$ cat src/hw/rtl/cwlt_pkg.sv
// constants, command and status types for the word list tokenizer
// shared by cwlt_ctrl, cwlt_datapath and csv_word_list_tokenizer
`default_nettype none
package cwlt_pkg;

  localparam int MAX_WORDS  = 10;
  localparam int WORD_BYTES = 32;
  localparam int BUF_DEPTH  = WORD_BYTES + 1;
  localparam int LEN_W      = $clog2(BUF_DEPTH + 1);
  localparam int ADDR_W     = $clog2(BUF_DEPTH);
  localparam int CNT_W      = $clog2(MAX_WORDS + 1);

  localparam logic [7:0] CH_NUL    = 8'h00;
  localparam logic [7:0] CH_COMMA  = 8'h2C;
  localparam logic [7:0] CH_SPACE  = 8'h20;
  localparam logic [7:0] CH_TAB    = 8'h09;
  localparam logic [7:0] UTF8_MASK = 8'hC0;
  localparam logic [7:0] UTF8_CONT = 8'h80;

  localparam logic KIND_WORD = 1'b0;
  localparam logic KIND_END  = 1'b1;

  typedef struct packed {
    logic store;       // write the input byte into the open word
    logic clear_word;  // drop open word state
    logic close;       // load emit length from trimmed length
    logic rd_from_len; // buffer read address is len, else idx
    logic bk_dec;      // back off one byte
    logic idx_clr;
    logic idx_inc;
    logic ld_word;     // load a word byte beat
    logic ld_end;      // load a list end beat
    logic ld_last;     // last beat of this input byte
    logic count_inc;
    logic count_clr;
  } cmd_t;

  typedef struct packed {
    logic is_nul;
    logic is_comma;
    logic is_blank;
    logic in_word;
    logic full;
    logic trim_gt;
    logic trim_zero;
    logic len_zero;
    logic cont;
    logic last_idx;
    logic out_free;
  } sts_t;

endpackage
`default_nettype wire

$ cat src/hw/rtl/csv_word_list_tokenizer.sv
// comma separated word list tokenizer, one byte per input beat
// a byte that closes no word is taken in S_IDLE; a closing comma or nul then
// visits S_BK_RD and S_BK_CK per utf-8 boundary test of a cut word (one test
// more than the bytes backed off), S_RD and S_OUT per emitted word byte and
// S_END for a nul's list end; the output register lets the next byte in while a
// beat waits; reset clears control state; the word buffer is not cleared
`default_nettype none
module csv_word_list_tokenizer (
  input  wire logic       clk,
  input  wire logic       rst,
  input  wire logic       in_valid,
  output logic            in_ready,
  input  wire logic [7:0] in_byte,
  output logic            out_valid,
  input  wire logic       out_ready,
  output logic            kind,
  output logic [7:0]      word_byte,
  output logic [3:0]      word_index,
  output logic            word_end,
  output logic [3:0]      word_total,
  output logic            last_of_run
);

  cwlt_pkg::cmd_t cmd;
  cwlt_pkg::sts_t sts;

  cwlt_ctrl u_ctrl (
    .clk      (clk),
    .rst      (rst),
    .in_valid (in_valid),
    .in_ready (in_ready),
    .sts      (sts),
    .cmd      (cmd)
  );

  cwlt_datapath u_dp (
    .clk         (clk),
    .rst         (rst),
    .in_byte     (in_byte),
    .cmd         (cmd),
    .sts         (sts),
    .out_valid   (out_valid),
    .out_ready   (out_ready),
    .kind        (kind),
    .word_byte   (word_byte),
    .word_index  (word_index),
    .word_end    (word_end),
    .word_total  (word_total),
    .last_of_run (last_of_run)
  );

  // list end beat carries only the count
  a_end_beat: assert property (@(posedge clk) disable iff (rst)
    out_valid && kind |-> last_of_run && word_byte == 8'h00 && !word_end)
    else $error("list end beat carries word data");

  // word beats carry no total
  a_word_total: assert property (@(posedge clk) disable iff (rst)
    out_valid && !kind |-> word_total == 4'h0)
    else $error("word beat carries a total");

  // a run ends inside a word only on its final byte
  a_last_word: assert property (@(posedge clk) disable iff (rst)
    out_valid && !kind && last_of_run |-> word_end)
    else $error("run ends before word end");

  // no byte taken in while a word is being emitted
  a_busy: assert property (@(posedge clk) disable iff (rst)
    cmd.ld_word |-> !in_ready)
    else $error("input taken during emit");

endmodule
`default_nettype wire

$ cat src/hw/rtl/cwlt_datapath.sv
// word buffer, lengths, counters and output register of the tokenizer
// driven by cwlt_ctrl through cwlt_pkg::cmd_t, reports cwlt_pkg::sts_t
`default_nettype none
module cwlt_datapath (
  input  wire logic                clk,
  input  wire logic                rst,
  input  wire logic [7:0]          in_byte,
  input  wire cwlt_pkg::cmd_t      cmd,
  output cwlt_pkg::sts_t           sts,
  output logic                     out_valid,
  input  wire logic                out_ready,
  output logic                     kind,
  output logic [7:0]               word_byte,
  output logic [3:0]               word_index,
  output logic                     word_end,
  output logic [3:0]               word_total,
  output logic                     last_of_run
);

  logic [7:0]                 mem [cwlt_pkg::BUF_DEPTH];
  logic [7:0]                 rd_data;
  logic                       in_word;
  logic [cwlt_pkg::LEN_W-1:0] raw_len;
  logic [cwlt_pkg::LEN_W-1:0] trim_len;
  logic [cwlt_pkg::LEN_W-1:0] len;
  logic [cwlt_pkg::LEN_W-1:0] idx;
  logic [cwlt_pkg::CNT_W-1:0] count;

  logic [cwlt_pkg::LEN_W-1:0]  raw_eff;
  logic [cwlt_pkg::LEN_W-1:0]  trim_eff;
  logic [cwlt_pkg::LEN_W-1:0]  raw_next;
  logic                        room;
  logic [cwlt_pkg::LEN_W-1:0]  rd_sel;
  logic [cwlt_pkg::ADDR_W-1:0] rd_addr;

  always_comb begin
    raw_eff  = in_word ? raw_len : '0;
    trim_eff = in_word ? trim_len : '0;
    room     = raw_eff < cwlt_pkg::LEN_W'(cwlt_pkg::BUF_DEPTH);
    raw_next = room ? raw_eff + cwlt_pkg::LEN_W'(1) : raw_eff;
    rd_sel   = cmd.rd_from_len ? len : idx;
    rd_addr  = rd_sel[cwlt_pkg::ADDR_W-1:0];
  end

  always_comb begin
    sts.is_nul    = in_byte == cwlt_pkg::CH_NUL;
    sts.is_comma  = in_byte == cwlt_pkg::CH_COMMA;
    sts.is_blank  = (in_byte == cwlt_pkg::CH_SPACE) || (in_byte == cwlt_pkg::CH_TAB);
    sts.in_word   = in_word;
    sts.full      = count >= cwlt_pkg::CNT_W'(cwlt_pkg::MAX_WORDS);
    sts.trim_gt   = trim_len > cwlt_pkg::LEN_W'(cwlt_pkg::WORD_BYTES);
    sts.trim_zero = trim_len == '0;
    sts.len_zero  = len == '0;
    sts.cont      = (rd_data & cwlt_pkg::UTF8_MASK) == cwlt_pkg::UTF8_CONT;
    sts.last_idx  = (idx + cwlt_pkg::LEN_W'(1)) == len;
    sts.out_free  = !out_valid || out_ready;
  end

  // word buffer
  always_ff @(posedge clk) begin
    if (cmd.store && room) begin
      mem[raw_eff[cwlt_pkg::ADDR_W-1:0]] <= in_byte;
    end
    rd_data <= mem[rd_addr];
  end

  always_ff @(posedge clk) begin
    if (rst) begin
      in_word  <= 1'b0;
      raw_len  <= '0;
      trim_len <= '0;
      len      <= '0;
      idx      <= '0;
      count    <= '0;
    end else begin
      if (cmd.clear_word) begin
        in_word  <= 1'b0;
        raw_len  <= '0;
        trim_len <= '0;
      end else if (cmd.store) begin
        in_word  <= 1'b1;
        raw_len  <= raw_next;
        trim_len <= sts.is_blank ? trim_eff : raw_next;
      end
      if (cmd.close) begin
        len <= sts.trim_gt ? cwlt_pkg::LEN_W'(cwlt_pkg::WORD_BYTES) : trim_len;
      end else if (cmd.bk_dec) begin
        len <= len - cwlt_pkg::LEN_W'(1);
      end
      if (cmd.idx_clr) begin
        idx <= '0;
      end else if (cmd.idx_inc) begin
        idx <= idx + cwlt_pkg::LEN_W'(1);
      end
      if (cmd.count_clr) begin
        count <= '0;
      end else if (cmd.count_inc) begin
        count <= count + cwlt_pkg::CNT_W'(1);
      end
    end
  end

  // output register
  always_ff @(posedge clk) begin
    if (rst) begin
      out_valid <= 1'b0;
    end else if (cmd.ld_word || cmd.ld_end) begin
      out_valid <= 1'b1;
    end else if (out_ready) begin
      out_valid <= 1'b0;
    end
  end

  always_ff @(posedge clk) begin
    if (cmd.ld_word) begin
      kind        <= cwlt_pkg::KIND_WORD;
      word_byte   <= rd_data;
      word_index  <= 4'(count);
      word_end    <= sts.last_idx;
      word_total  <= '0;
      last_of_run <= cmd.ld_last;
    end else if (cmd.ld_end) begin
      kind        <= cwlt_pkg::KIND_END;
      word_byte   <= '0;
      word_index  <= '0;
      word_end    <= 1'b0;
      word_total  <= 4'(count);
      last_of_run <= 1'b1;
    end
  end

endmodule
`default_nettype wire

$ cat src/hw/rtl/cwlt_ctrl.sv
// control state machine of the tokenizer: byte intake, utf-8 back-off, emit
// uses cwlt_pkg command and status types, drives cwlt_datapath
`default_nettype none
module cwlt_ctrl (
  input  wire logic           clk,
  input  wire logic           rst,
  input  wire logic           in_valid,
  output logic                in_ready,
  input  wire cwlt_pkg::sts_t sts,
  output cwlt_pkg::cmd_t      cmd
);

  typedef enum logic [2:0] {
    S_IDLE,
    S_BK_RD,
    S_BK_CK,
    S_RD,
    S_OUT,
    S_END
  } state_t;

  state_t state;
  state_t state_next;
  logic   nul;
  logic   nul_next;

  always_comb begin
    state_next = state;
    nul_next   = nul;
    cmd        = '0;
    in_ready   = state == S_IDLE;
    case (state)
      S_IDLE: begin
        if (in_valid) begin
          if (sts.is_nul) begin
            cmd.clear_word = 1'b1;
            nul_next       = 1'b1;
            if (sts.in_word && !sts.full) begin
              cmd.close = 1'b1;
              if (sts.trim_gt) begin
                state_next = S_BK_RD;
              end else if (sts.trim_zero) begin
                state_next = S_END;
              end else begin
                cmd.idx_clr = 1'b1;
                state_next  = S_RD;
              end
            end else begin
              state_next = S_END;
            end
          end else if (sts.full) begin
            state_next = S_IDLE;
          end else if (!sts.in_word && (sts.is_comma || sts.is_blank)) begin
            state_next = S_IDLE;
          end else if (sts.is_comma) begin
            cmd.clear_word = 1'b1;
            cmd.close      = 1'b1;
            nul_next       = 1'b0;
            if (sts.trim_gt) begin
              state_next = S_BK_RD;
            end else if (!sts.trim_zero) begin
              cmd.idx_clr = 1'b1;
              state_next  = S_RD;
            end
          end else begin
            cmd.store = 1'b1;
          end
        end
      end
      S_BK_RD: begin
        cmd.rd_from_len = 1'b1;
        state_next      = S_BK_CK;
      end
      S_BK_CK: begin
        if (!sts.len_zero && sts.cont) begin
          cmd.bk_dec = 1'b1;
          state_next = S_BK_RD;
        end else if (sts.len_zero) begin
          state_next = nul ? S_END : S_IDLE;
        end else begin
          cmd.idx_clr = 1'b1;
          state_next  = S_RD;
        end
      end
      S_RD: begin
        state_next = S_OUT;
      end
      S_OUT: begin
        if (sts.out_free) begin
          cmd.ld_word = 1'b1;
          cmd.ld_last = sts.last_idx && !nul;
          if (sts.last_idx) begin
            cmd.count_inc = 1'b1;
            state_next    = nul ? S_END : S_IDLE;
          end else begin
            cmd.idx_inc = 1'b1;
            state_next  = S_RD;
          end
        end
      end
      S_END: begin
        if (sts.out_free) begin
          cmd.ld_end    = 1'b1;
          cmd.count_clr = 1'b1;
          state_next    = S_IDLE;
        end
      end
      default: begin
        state_next = S_IDLE;
      end
    endcase
  end

  always_ff @(posedge clk) begin
    if (rst) begin
      state <= S_IDLE;
      nul   <= 1'b0;
    end else begin
      state <= state_next;
      nul   <= nul_next;
    end
  end

endmodule
`default_nettype wire
$ cat config.mk
export PLATFORM = sky130hd
export DESIGN_NAME = csv_word_list_tokenizer
export DESIGN_NICKNAME = d
export VERILOG_FILES = /design/src/hw/rtl/cwlt_pkg.sv /design/src/hw/rtl/csv_word_list_tokenizer.sv /design/src/hw/rtl/cwlt_datapath.sv /design/src/hw/rtl/cwlt_ctrl.sv
export SDC_FILE = /design/constraint.sdc
export NUM_CORES = 1
export LEC_CHECK = 0
export ABC_AREA = 0
export BUFFER_PORTS_ARGS = -buffer_cell sky130_fd_sc_hd__buf_2
export CORE_MARGIN = 4
export CORE_UTILIZATION = 35
export DETAILED_ROUTE_END_ITERATION = 10
export GPL_ROUTABILITY_DRIVEN = 0
export PLACE_DENSITY_LB_ADDON = 0.25
export SLEW_MARGIN = 15
export SYNTH_ARGS = -nofsm -noshare
export SYNTH_HDL_FRONTEND = slang
export SYNTH_HIERARCHICAL = 1
export SYNTH_SLANG_ARGS = --single-unit
$ cat constraint.sdc
create_clock -name clk -period 3.1 [get_ports clk]
set_clock_uncertainty 0.15 [all_clocks]
set_input_delay 0.465 -clock clk [delete_from_list [all_inputs] [get_ports clk]]
set_output_delay 0.465 -clock clk [all_outputs]
set_load 0.005 [all_outputs]
== After elaboration in Yosys (flattened, before gate mapping) ==
Memories as Yosys holds them, arrays and structs flattened. A register that Yosys moved wholly into a read port is not among the register bits.
Index checks and enable logic that the tools add are counted.
Operators by class
  mux-type cells: 72
  magnitude comparators: 3
  eq/ne operators: 18
  add/sub/neg operators: 4
  reductions and logical operators: 28
Operators by type and width (count)
  two-way mux 3 bit: 20
  two-way mux 6 bit: 8
  two-way mux 1 bit: 32
  one-hot mux 3 bit (6 select lines): 1
  equality test 8 x 6 -> 1 bit, second input constant: 2
  two-way mux 8 bit: 2
  adder 6 x 1 -> 6 bit, second input constant: 2
  zero test 6 bit: 2
  two-way mux 2 bit: 6
  != test 2 bit, second input constant: 6
  AND reduction 5 bit: 2
  equality test 8 x 4 -> 1 bit, second input constant: 1
  zero test 8 bit: 1
  two-way mux 4 bit: 2
  nonzero test 2 bit: 4
  equality test 3 x 2 -> 1 bit, second input constant: 2
  equality test 3 bit, second input constant: 2
  equality test 6 bit: 1
  greater-than comparator 6 bit, second input constant: 1
  < comparator 6 bit, second input constant: 1
  != test 6 x 4 -> 1 bit, second input constant: 1
  OR reduction 2 bit: 3
  subtractor 6 x 1 -> 6 bit, second input constant: 1
  logical AND 1 bit: 5
  other kinds (10): 17
Word-level totals
  output and inout port bits: 21
  input bits: 12
  memories: 1
  word-level logic and storage cells: 141
  bits in registers: 53
  RAM bits: 264
Memories
  u_dp.mem: depth 33, bits a word 8, read ports 1, clocked after memory_dff 1, wr ports 1, RTL line cwlt_datapath.sv:20  | logic [7:0] mem [cwlt_pkg::BUF_DEPTH];

== Logic depth before layout (Yosys ltp) ==
Gate-level depths: netlist of run 1.
  word-level depth: 12
  depth in mapped cells: 12

== Cells and area by module ==
Netlist of run 1, hierarchy kept.
By module, submodules not included
  cwlt_datapath: area each 14818.0 um^2, cells each 1261, times used 1, sequential area each 9208.8 um^2
  cwlt_ctrl: area each 467.9 um^2, cells each 63, times used 1, sequential area each 80.1 um^2

== Least setup slack after synthesis of run 1 ==
Ideal clock, no wire load.
  kind: register to register
  start: register u_dp/count[0] (netlist name)
  end: memory u_dp.mem[32][0] (enable)
  arrival: 2549 ps
  buffers on the path: 1
  data required time: 2555 ps
  period minus slack after synthesis: 3093 ps
  setup time: 395 ps
  path slack: 7 ps
  stages on the path, launching flop included: 9
  cell sequence: dfxtp_1 > inv_1 > ha_1 > o31a_1 > and3b_1 > and3_1 > buf_1 > nand3_1 > nor4_1
RTL lines
  start, declared: RTL line cwlt_datapath.sv:27  | logic [cwlt_pkg::CNT_W-1:0] count;
  start signal, assigned: RTL line cwlt_datapath.sv:98  | count <= count + cwlt_pkg::CNT_W'(1);
  end, declared: RTL line cwlt_datapath.sv:20

==> results of run 1 <==
[state kept, by name, indices dropped and copies added, names as in the netlist, 6 cells and up]
signal,cells
u_dp/raw_len,6
u_dp/word_byte,8
u_dp/trim_len,6
u_dp/idx,6
u_dp/rd_data,8
u_dp/len,6
u_dp/mem,264
[where the power goes]
part / switching [mW] / internal [mW] / leakage (nW)
Combinational: 0.220 / 0.0969 / 2.67
Clock: 1.74 / 2.40 / 0.545
Sequential: 0.0134 / 4.76 / 2.92
[worst paths after layout]
path                endpoint  slack, ns  cells past startpoint
max          u_dp/mem[22][0]      -0.03                      9
min               u_ctrl/nul       0.16                      3
max reg2reg  u_dp/mem[22][0]      -0.03                      9
min reg2reg        u_dp/kind       0.33                      2
[layout by cell type (no fill, tap or decap), types with 38 or more instances in the layout]
master	instances
nor2_1	113
a21oi_1	72
a22oi_1	94
buf_4	86
dfxtp_1	44
clkbuf_16	38
nor3_1	43
edfxtp_1	278
nand2b_1	192
o22ai_1	53
[logic make-up after synthesis]
family / count (synthesis)
adders and majority gates: 5
buffers and inverters: 107
DFF: 325
muxes: 11
xor gates and xnor gates: 22
AOI/OAI and AO/OA: 353
and+or+nand+nor: 501
[synth_stat cells (10+ instances only)]
library cell	count
a211oi_1	16
a21oi_1	72
a22oi_1	94
and2_1	18
buf_1	11
buf_2	20
clkbuf_1	50
dfxtp_1	47
edfxtp_1	278
inv_1	12
nand2_1	32
nand2b_1	192
nand3_1	13
nor2_1	131
nor2b_1	15
nor3_1	47
nor4_1	10
o21ai_0	23
o21bai_1	11
o22ai_1	53
xnor2_1	11
xor2_1	11
[layer usage]
metal / global-route usage / share of wire / vias up
met4: 0.0428 / 0.025 / 0
met3: 0.0271 / 0.061 / 71
li1: - / - / 5147
met1: 0.270 / 0.45 / 5504
met2: 0.311 / 0.47 / 424
met5: 0 / 0 / -
[critical path, cell delays in order (launching register included)]
cell and delay [ns]:
dfxtp_1 0.32, inv_1 0.05, ha_1 0.18, o31a_1 0.34
and3b_1 0.26, and3_1 0.17, nor2b_1 0.27, nand4b_1 0.23
buf_4 0.26, nor2_1 0.52
[metrics by stage]
| step | cell area, um2 | worst slack (ns) | hold slack, ns | cells | power (mW) |
|---|---|---|---|---|---|
| 2_1_floorplan | 15300 | 0.00674 | 0.306 | 1324 | 4.99 |
| 3_3_place_gp | 16600 | -0.361 | 0.296 | 1944 | 5.18 |
| 3_5_place_dp | 16600 | -0.425 | 0.309 | 1944 | 5.18 |
| 4_1_cts | 17800 | 0.00781 | 0.142 | 2009 | 9.29 |
| 5_1_grt | 17900 | -0.151 | 0.170 | 2009 | 9.52 |
| 6_report | 17900 | -0.0344 | 0.159 | 2010 | 9.22 |
[layout make-up]
class,instances,share of cell area
antenna,1,0.000140
clock buffer,53,0.0575
clock inverter,11,0.00574
inverter,15,0.00315
multi-input combinational,893,0.317
sequential,325,0.520
tap,585,0.0410
timing repair buffer,127,0.0547
[what timing repair did]
item,in CTS,in global routing
pin swaps,1,0
gates resized for setup,4,24
cloned,1,0
setup endpoints to repair,17,167
==> results.yml, run 1 <==
outcome:
  status: "finished with violations"
  violations: "setup timing"
power_and_ir_drop:
  power_density_nw_per_um2: 517
  peakVddDrop_mv: 0.293
  p_leak_nw: 6.14
synthesis:
  synth_ff_type: "edfxtp_1"
  yosysSeqAreaShare: 0.608
  syn_inst: 1324
  ys_async_sr_fraction: 0
  yosys.area_share.adder: 0.00409
  synth_cell_types: 78
  synthMuxAreaShare: 0.00753
  synth_nets: 1341
  netlist.area_leader.share: 0.546
  postSynthAreaPerCell_um2: 11.5
  synth_xor_area_frac: 0.0126
  synth_compound_area_frac: 0.160
  yosys_warnings: 6
  synthSimpleGateAreaFrac: 0.177
  synth_area_um2: 15300
  synth.area.top_cells: "edfxtp_1 55%, nand2b_1 7.9%, dfxtp_1 6.2%"
  synth_edf_count: 278
  synth_largest_area_cell: "edfxtp_1"
  ys_seq_elements: 325
  synth_top_family_by_area: "simple AND/OR/NAND/NOR gates"
placed_design:
  port_buffers: 32
  dpl.hpwl_um: 30300
critical_path:
  critPathCaptureType: "flip-flop"
  path_class: "reg2reg"
  reg2reg_from: "u_dp/count[0]"
  worstSetupStartpointType: "flip-flop"
  cp_max_fo: 8
  cp.arrival_ns: 3.13
  setup.worst_path.start: "u_dp/count[0]"
  cp.required_ns: 3.10
detailed_routing:
  via_per_inst: 5.55
  remaining_drc_errors: 0
  final_antenna_net_count: 0
  wirelength_um: 45900
  routedWlPerCell_um: 22.8
  first_pass_iters: 5
  vias: 11100
  drt_iter0_drc: 997
cells_and_area:
  nFillCells: 4078
  drive_gt1_frac: 0.164
  layout.nets: 1415
  multi_input_area_um2: 5670
  final_util: 0.414
  seq_area_um2: 9290
  syn_to_final_growth_pct: 16.8
sta:
  hold_viol_final: 0
  fin_crit_sh: 1.01
  fin_ws_ns: -0.0344
  period_needed_ns: 3.13
  setup_violations: 16
  max_freq_ghz: 0.319
  rsz0062_at_grt: "true"
  worst_pin_slew_ns: 1.07
  slew_headroom: 0.283
  setup_tns_ns: -0.270
  slew_violations: 0
global_route:
  grt_pass1_wl_um: 68100
  track_usage: 0.190
  grt_max_degree: 99
  grt_antenna_before_repair: 1
  grt_pass1_vias: 10700
  gr-total-overflow: 0
clocking:
  h-tree-depth: 2
  cts-root-buf: "clkbuf_16"
  clk_pin_slew_ns: 0.06
  clock_latency_ns: 0.54
  cts_tree: "built"
  clkSinkCount: 325
  cts_setup_buffers: 0
  cts_buffers: 36
  clock_path_buffers: 3
  cts_hold_buf: 0
floorplan:
  initial_utilization: 0.354
  core_um2: 43200
  die_height_um: 217
  dieArea_um2: 47100
  die-width_um: 217
  pin_count: 33
  rows: 76
hold_path:
  worst_hold_startpoint: "in_valid"
  hp-class: "in2reg"
job:
  drv_cap: 0
(Power assumes the default switching activity.)
==> run 2: changes to the inputs <==
==> constraint.sdc (replaced) <==
create_clock -name clk -period 3.1 [get_ports clk]
set_clock_uncertainty 0.15 [all_clocks]
set_input_delay 0.465 -clock clk [delete_from_list [all_inputs] [get_ports clk]]
set_output_delay 0.465 -clock clk [all_outputs]
set_load 0.02 [all_outputs]
==> run 2 against run 1 <==
  * Clock-buffer cell count decreased by 8
  * The run now ends clean
  * Critical endpoint is now u_dp/mem[10][7]
  * Critical path depth unchanged
  * Sequential share of layout area decreased by 0.15 points
  * Sequential cell count unchanged
  * Largest power group unchanged
  * Global-route usage decreased by 0.20 points
  * Largest cell class unchanged
==> results.yml, run 2 (synthesized netlist as in run 1, its figures left out) <==
global_route:
  grt_max_degree: 43
  gr-total-overflow: 0
  grt_pass1_vias: 10500
  track_usage: 0.188
  grt_pass1_wl_um: 66800
  grt_antenna_before_repair: 1
placed_design:
  port_buffers: 32
  dp.cells: 1942
  place_area_um2: 16600
  place_ws_ns: -0.260
  dpl.hpwl_um: 30700
sta:
  rsz0062_at_grt: "true"
  slew_headroom: 0.323
  worst_pin_slew_ns: 1.01
  setup_violations: 0
  hold_viol_final: 0
  fin_crit_sh: 0.999
  slew_violations: 0
  period_needed_ns: 3.10
  max_freq_ghz: 0.323
  fin_ws_ns: 0.00402
clocking:
  clkSinkCount: 325
  cts_hold_buf: 0
  h-tree-depth: 2
  clock_path_buffers: 3
  clk_pin_slew_ns: 0.06
  cts_setup_buffers: 0
  cts_tree: "built"
  cts-root-buf: "clkbuf_16"
  cts_buffers: 36
  clock_latency_ns: 0.53
floorplan:
  core_um2: 43200
  die-width_um: 217
  initial_utilization: 0.354
  pin_count: 33
  dieArea_um2: 47100
  rows: 76
  die_height_um: 217
detailed_routing:
  final_antenna_net_count: 0
  wirelength_um: 45300
  vias: 11000
  remaining_drc_errors: 0
  via_per_inst: 5.48
  drt_iter0_drc: 1084
  first_pass_iters: 6
  routedWlPerCell_um: 22.6
critical_path:
  worstSetupStartpointType: "flip-flop"
  cp_max_fo: 8
  r2r_setup_slack_ns: 0.004
  reg2reg_depth: 9
  cp.required_ns: 3.11
  reg2reg_from: "u_dp/count[0]"
  path_class: "reg2reg"
  cp.arrival_ns: 3.11
  setup.worst_path.start: "u_dp/count[0]"
  critPathCaptureType: "flip-flop"
cells_and_area:
  syn_to_final_growth_pct: 17.1
  final_common_cell: "edfxtp_1"
  instances_no_fill: 2008
  final_util: 0.415
  drive_gt1_frac: 0.164
  diodes: 0
  fin_area_um2: 17900
  largest_reg_flops: 264
  layout_common_cells: "278 x edfxtp_1, 192 x nand2b_1, 113 x nor2_1"
  layout.nets: 1412
power_and_ir_drop:
  p_leak_nw: 6.16
  peakVddDrop_mv: 0.519
  clockPowerShare: 0.458
  p_switching_mw: 1.98
  p_int_mw: 7.43
  power_density_nw_per_um2: 525
  p_seq_frac: 0.508
  p_comb_frac: 0.034
  p_sw_frac: 0.211
  p_total_mw: 9.41
hold_path:
  hold_depth: 3
  worst_hold_startpoint: "in_valid"
  hp-class: "in2reg"
job:
  drv_cap: 0
outcome:
  status: "completed"
-- run 2: cell types whose count changed in the layout (fill, tap and decap cells not counted), sizes merged --
cell / delta
diode: -1
nor2: -1
buf: -2
clkinv: +7
bufinv: +2
clkinvlp: +1
clkbuf: -8
-- run 2: area by class of cell --
class | count | area (um2)
Multi-Input combinational cell | 892 | 5650
Tap cell | 585 | 732
Clock inverter | 21 | 196
Inverter | 15 | 60.1
Fill cell | 4114 | 25300
Clock buffer | 45 | 1010
Sequential cell | 325 | 9290
Timing Repair Buffer | 125 | 971
-- run 2: repair_timing --
item,4_1_cts,5_1_grt
endpoints found under the setup margin,30,169
gates cloned,0,0
resized for setup,3,21
endpoints found under the hold margin,0,0
-- run 2: final timing paths --
kind / end
hold reg to reg: u_dp/kind
setup / recovery: u_dp/mem[10][7]
hold / removal: u_ctrl/nul
setup reg to reg: u_dp/mem[10][7]
-- run 2: power by group through the flow --
stage	sequential, mW	clock, mW	combinational [mW]
3_5_place_dp	4.87	0	0.316
2_1_floorplan	4.86	0	0.126
6_report	4.77	4.31	0.320
4_1_cts	4.77	4.40	0.317
5_1_grt	4.78	4.59	0.339
3_3_place_gp	4.87	0	0.315
-- run 2: routing by layer --
layer	vias to the layer above	global-route usage	wire length (um)
met3	85	0.0293	3230
met2	417	0.306	21100
met5	-	0.00625	40
met1	5374	0.260	19600
li1	5131	-	-
met4	2	0.0560	1290
-- run 2: worst max-delay path: stages, from the launching register on --
cell,delay (ns)
dfxtp_1,0.33
inv_1,0.04
ha_1,0.18
o31a_1,0.35
and3b_1,0.27
and3_1,0.18
nor2b_1,0.29
nand4b_1,0.18
buf_4,0.23
nor2_1,0.52
-- run 2: per-stage QoR --
stage	hold WS, ns	TNS (ns)
after floorplan	0.306	0
after global placement	0.303	-15.56
after detailed placement	0.302	-30.53
after CTS	0.118	-0.467
after global routing	0.142	-5.73
final	0.147	0
==> run 3: changes to the inputs <==
- SYNTH_HIERARCHICAL: 1 -> not set
==> run 3 against run 2 <==
  * Clock-buffer cell count is 2 lower
  * Wire length down 3.5%
  * First-iteration DRC count down 19%
  * Critical path type unchanged
  * Largest power group unchanged
  * Highest routed layer is now met4
==> results.yml, run 3 <==
critical_path:
  cp.arrival_ns: 3.29
  worstSetupEndpoint: "u_dp.rd_data[4]"
  regToRegEndpoint: "u_dp.rd_data[4]"
  reg2reg_depth: 8
  path_class: "reg2reg"
  reg2reg_from: "u_ctrl.state[1]"
  cp.required_ns: 3.39
  r2r_setup_slack_ns: 0.1
  setup.worst_path.start: "u_ctrl.state[1]"
  worstSetupStartpointType: "flip-flop"
  critPathCaptureType: "flip-flop"
  cp_max_fo: 55
synthesis:
  synth_edf_count: 278
  yosys.area_share.adder: 0.00481
  syn_inst: 1098
  postSynthAreaPerCell_um2: 14.2
  synthTopCellsByCount: "278 x edfxtp_1, 102 x nand2_1, 86 x mux4_2"
  synth_xor_area_frac: 0.0129
  synth_area_um2: 15600
  ys_async_sr_fraction: 0
  yosys_warnings: 0
  synth_cell_types: 73
  synth_largest_area_cell: "edfxtp_1"
  synth_top_family_by_area: "multiplexers"
  synth.area.top_cells: "edfxtp_1 54%, mux4_2 12%, dfxtp_1 6.0%"
  synth_compound_area_frac: 0.0776
  yosysSeqAreaShare: 0.596
  synthMuxAreaShare: 0.190
  synthSimpleGateAreaFrac: 0.0945
  yosysMostFrequentCell: "edfxtp_1"
  netlist.area_leader.share: 0.535
  synth_nets: 1116
  ys_seq_elements: 325
  synth_ff_type: "edfxtp_1"
global_route:
  grt_max_degree: 56
  gr-total-overflow: 0
  track_usage: 0.183
  grt_pass1_vias: 10200
  grt_antenna_before_repair: 1
  grt_pass1_wl_um: 65300
detailed_routing:
  wirelength_um: 43700
  first_pass_iters: 5
  remaining_drc_errors: 0
  via_per_inst: 5.55
  routedWlPerCell_um: 24.0
  vias: 10100
  final_antenna_net_count: 0
  drt_iter0_drc: 876
cells_and_area:
  drive_gt1_frac: 0.260
  nFillCells: 4125
  largest_reg_flops: 264
  seq_area_um2: 9300
  layout_common_cells: "278 x edfxtp_1, 102 x nand2_1, 101 x buf_4"
  final_common_cell: "edfxtp_1"
  final_util: 0.413
  syn_to_final_growth_pct: 17.0
  layout.nets: 1222
  diodes: 0
  multi_input_area_um2: 5950
placed_design:
  dpl.hpwl_um: 29700
  place_ws_ns: 0.0923
  port_buffers: 32
clocking:
  cts_resized: 0
  cts_hold_buf: 0
  cts-root-buf: "clkbuf_16"
  h-tree-depth: 2
  cts_setup_buffers: 0
  cts_tree: "built"
  cts_buffers: 36
  clk_pin_slew_ns: 0.06
  clkSinkCount: 325
  clock_path_buffers: 3
  clock_latency_ns: 0.55
sta:
  period_needed_ns: 3.00
  max_freq_ghz: 0.333
  slew_headroom: 0.405
  fin_ws_ns: 0.0965
  hold_viol_final: 0
  whs_ns: 0.124
  slew_violations: 0
  worst_pin_slew_ns: 0.893
  rsz0062_at_grt: "false"
  setup_violations: 0
  fin_crit_sh: 0.969
  setup_tns_ns: 0
power_and_ir_drop:
  power_density_nw_per_um2: 515
  p_leak_nw: 6.03
  peakVddDrop_mv: 0.274
job:
  drv_cap: 0
floorplan:
  pin_count: 33
  die-width_um: 219
  die_height_um: 219
  initial_utilization: 0.353
  dieArea_um2: 48000
  core_um2: 44100
  rows: 77
hold_path:
  hp-class: "in2reg"
  hold_depth: 1
outcome:
  status: "completed"
==> run 3: cell count changes after synthesis, moves of 21 or more <==
cell,before,now
clkbuf_1,50,29
nor3_1,47,15
nand2b_1,192,6
mux4_2,0,86
mux2i_1,9,70
a22oi_1,94,8
a21oi_1,72,33
nand2_1,32,102
o22ai_1,53,0
mux2_2,1,24
nor2_1,131,64
==> run 3: area by class of cell <==
class,instances,area share
timing repair buffer,138,0.0558
tap,592,0.0406
sequential,325,0.510
clock buffer,43,0.0526
inverter,16,0.00329
multi-input combinational,687,0.326
clock inverter,18,0.0112
==> run 3: per-layer routing <==
layer / track usage / share of wire / vias to the layer above
li1: - / - / 4543
met5: 0 / 0 / -
met3: 0.0451 / 0.068 / 68
met4: 0.0548 / 0.028 / 0
met2: 0.297 / 0.48 / 321
met1: 0.245 / 0.42 / 5172
==> run 3: worst min-delay path by stage <==
| stage | startpoint | slack [ns] | to |
|---|---|---|---|
| 2_1_floorplan | u_dp.mem[32][1] | 0.28 | u_dp.rd_data[1] |
| 3_3_place_gp | u_dp.word_total[0] | 0.27 | u_dp.word_total[0] |
| 3_5_place_dp | u_dp.word_total[1] | 0.28 | u_dp.word_total[1] |
| 4_1_cts | in_byte[0] | 0.09 | u_dp.mem[8][0] |
| 5_1_grt | in_byte[0] | 0.11 | u_dp.mem[8][0] |
| 6_report | in_byte[0] | 0.12 | u_dp.mem[8][0] |
==> run 3: metrics by stage <==
step / area [um2] / power (mW) / std cells
after CTS: 18200 / 9.50 / 1819
after detailed placement: 17100 / 5.18 / 1758
after global placement: 17100 / 5.18 / 1758
after global routing: 18200 / 9.74 / 1819
after floorplan: 15600 / 5.00 / 1098
final: 18200 / 9.39 / 1819
==> run 3: cell families (layout without fill, tap and decap cells) <==
logic type               after synthesis  count (layout)
AO/OA/AOI/OAI                        172             172
adder cells (fa/ha/maj)                6               6
AND/OR/NAND/NOR                      303             303
flip-flops                           325             325
buffers and inverters                 86             215
multiplexers                         183             183
XOR/XNOR                              23              23
==> run 3: report_power, final <==
part | switching (mW) | total [mW] | internal (mW) | leakage, nW
registers | 0.0271 | 4.79 | 4.77 | 2.87
logic | 0.196 | 0.293 | 0.0971 | 2.59
clock network | 1.70 | 4.31 | 2.60 | 0.569
==> run 3: critical path, stage by stage (launching register included) <==
cell and delay, ns:
dfxtp_1 0.38, or3b_4 0.43, buf_12 0.21, mux2_4 0.48, nor2_1 0.46, o211ai_1 0.22, nand4_1 0.18, o311ai_1 0.15
buf_4 0.17
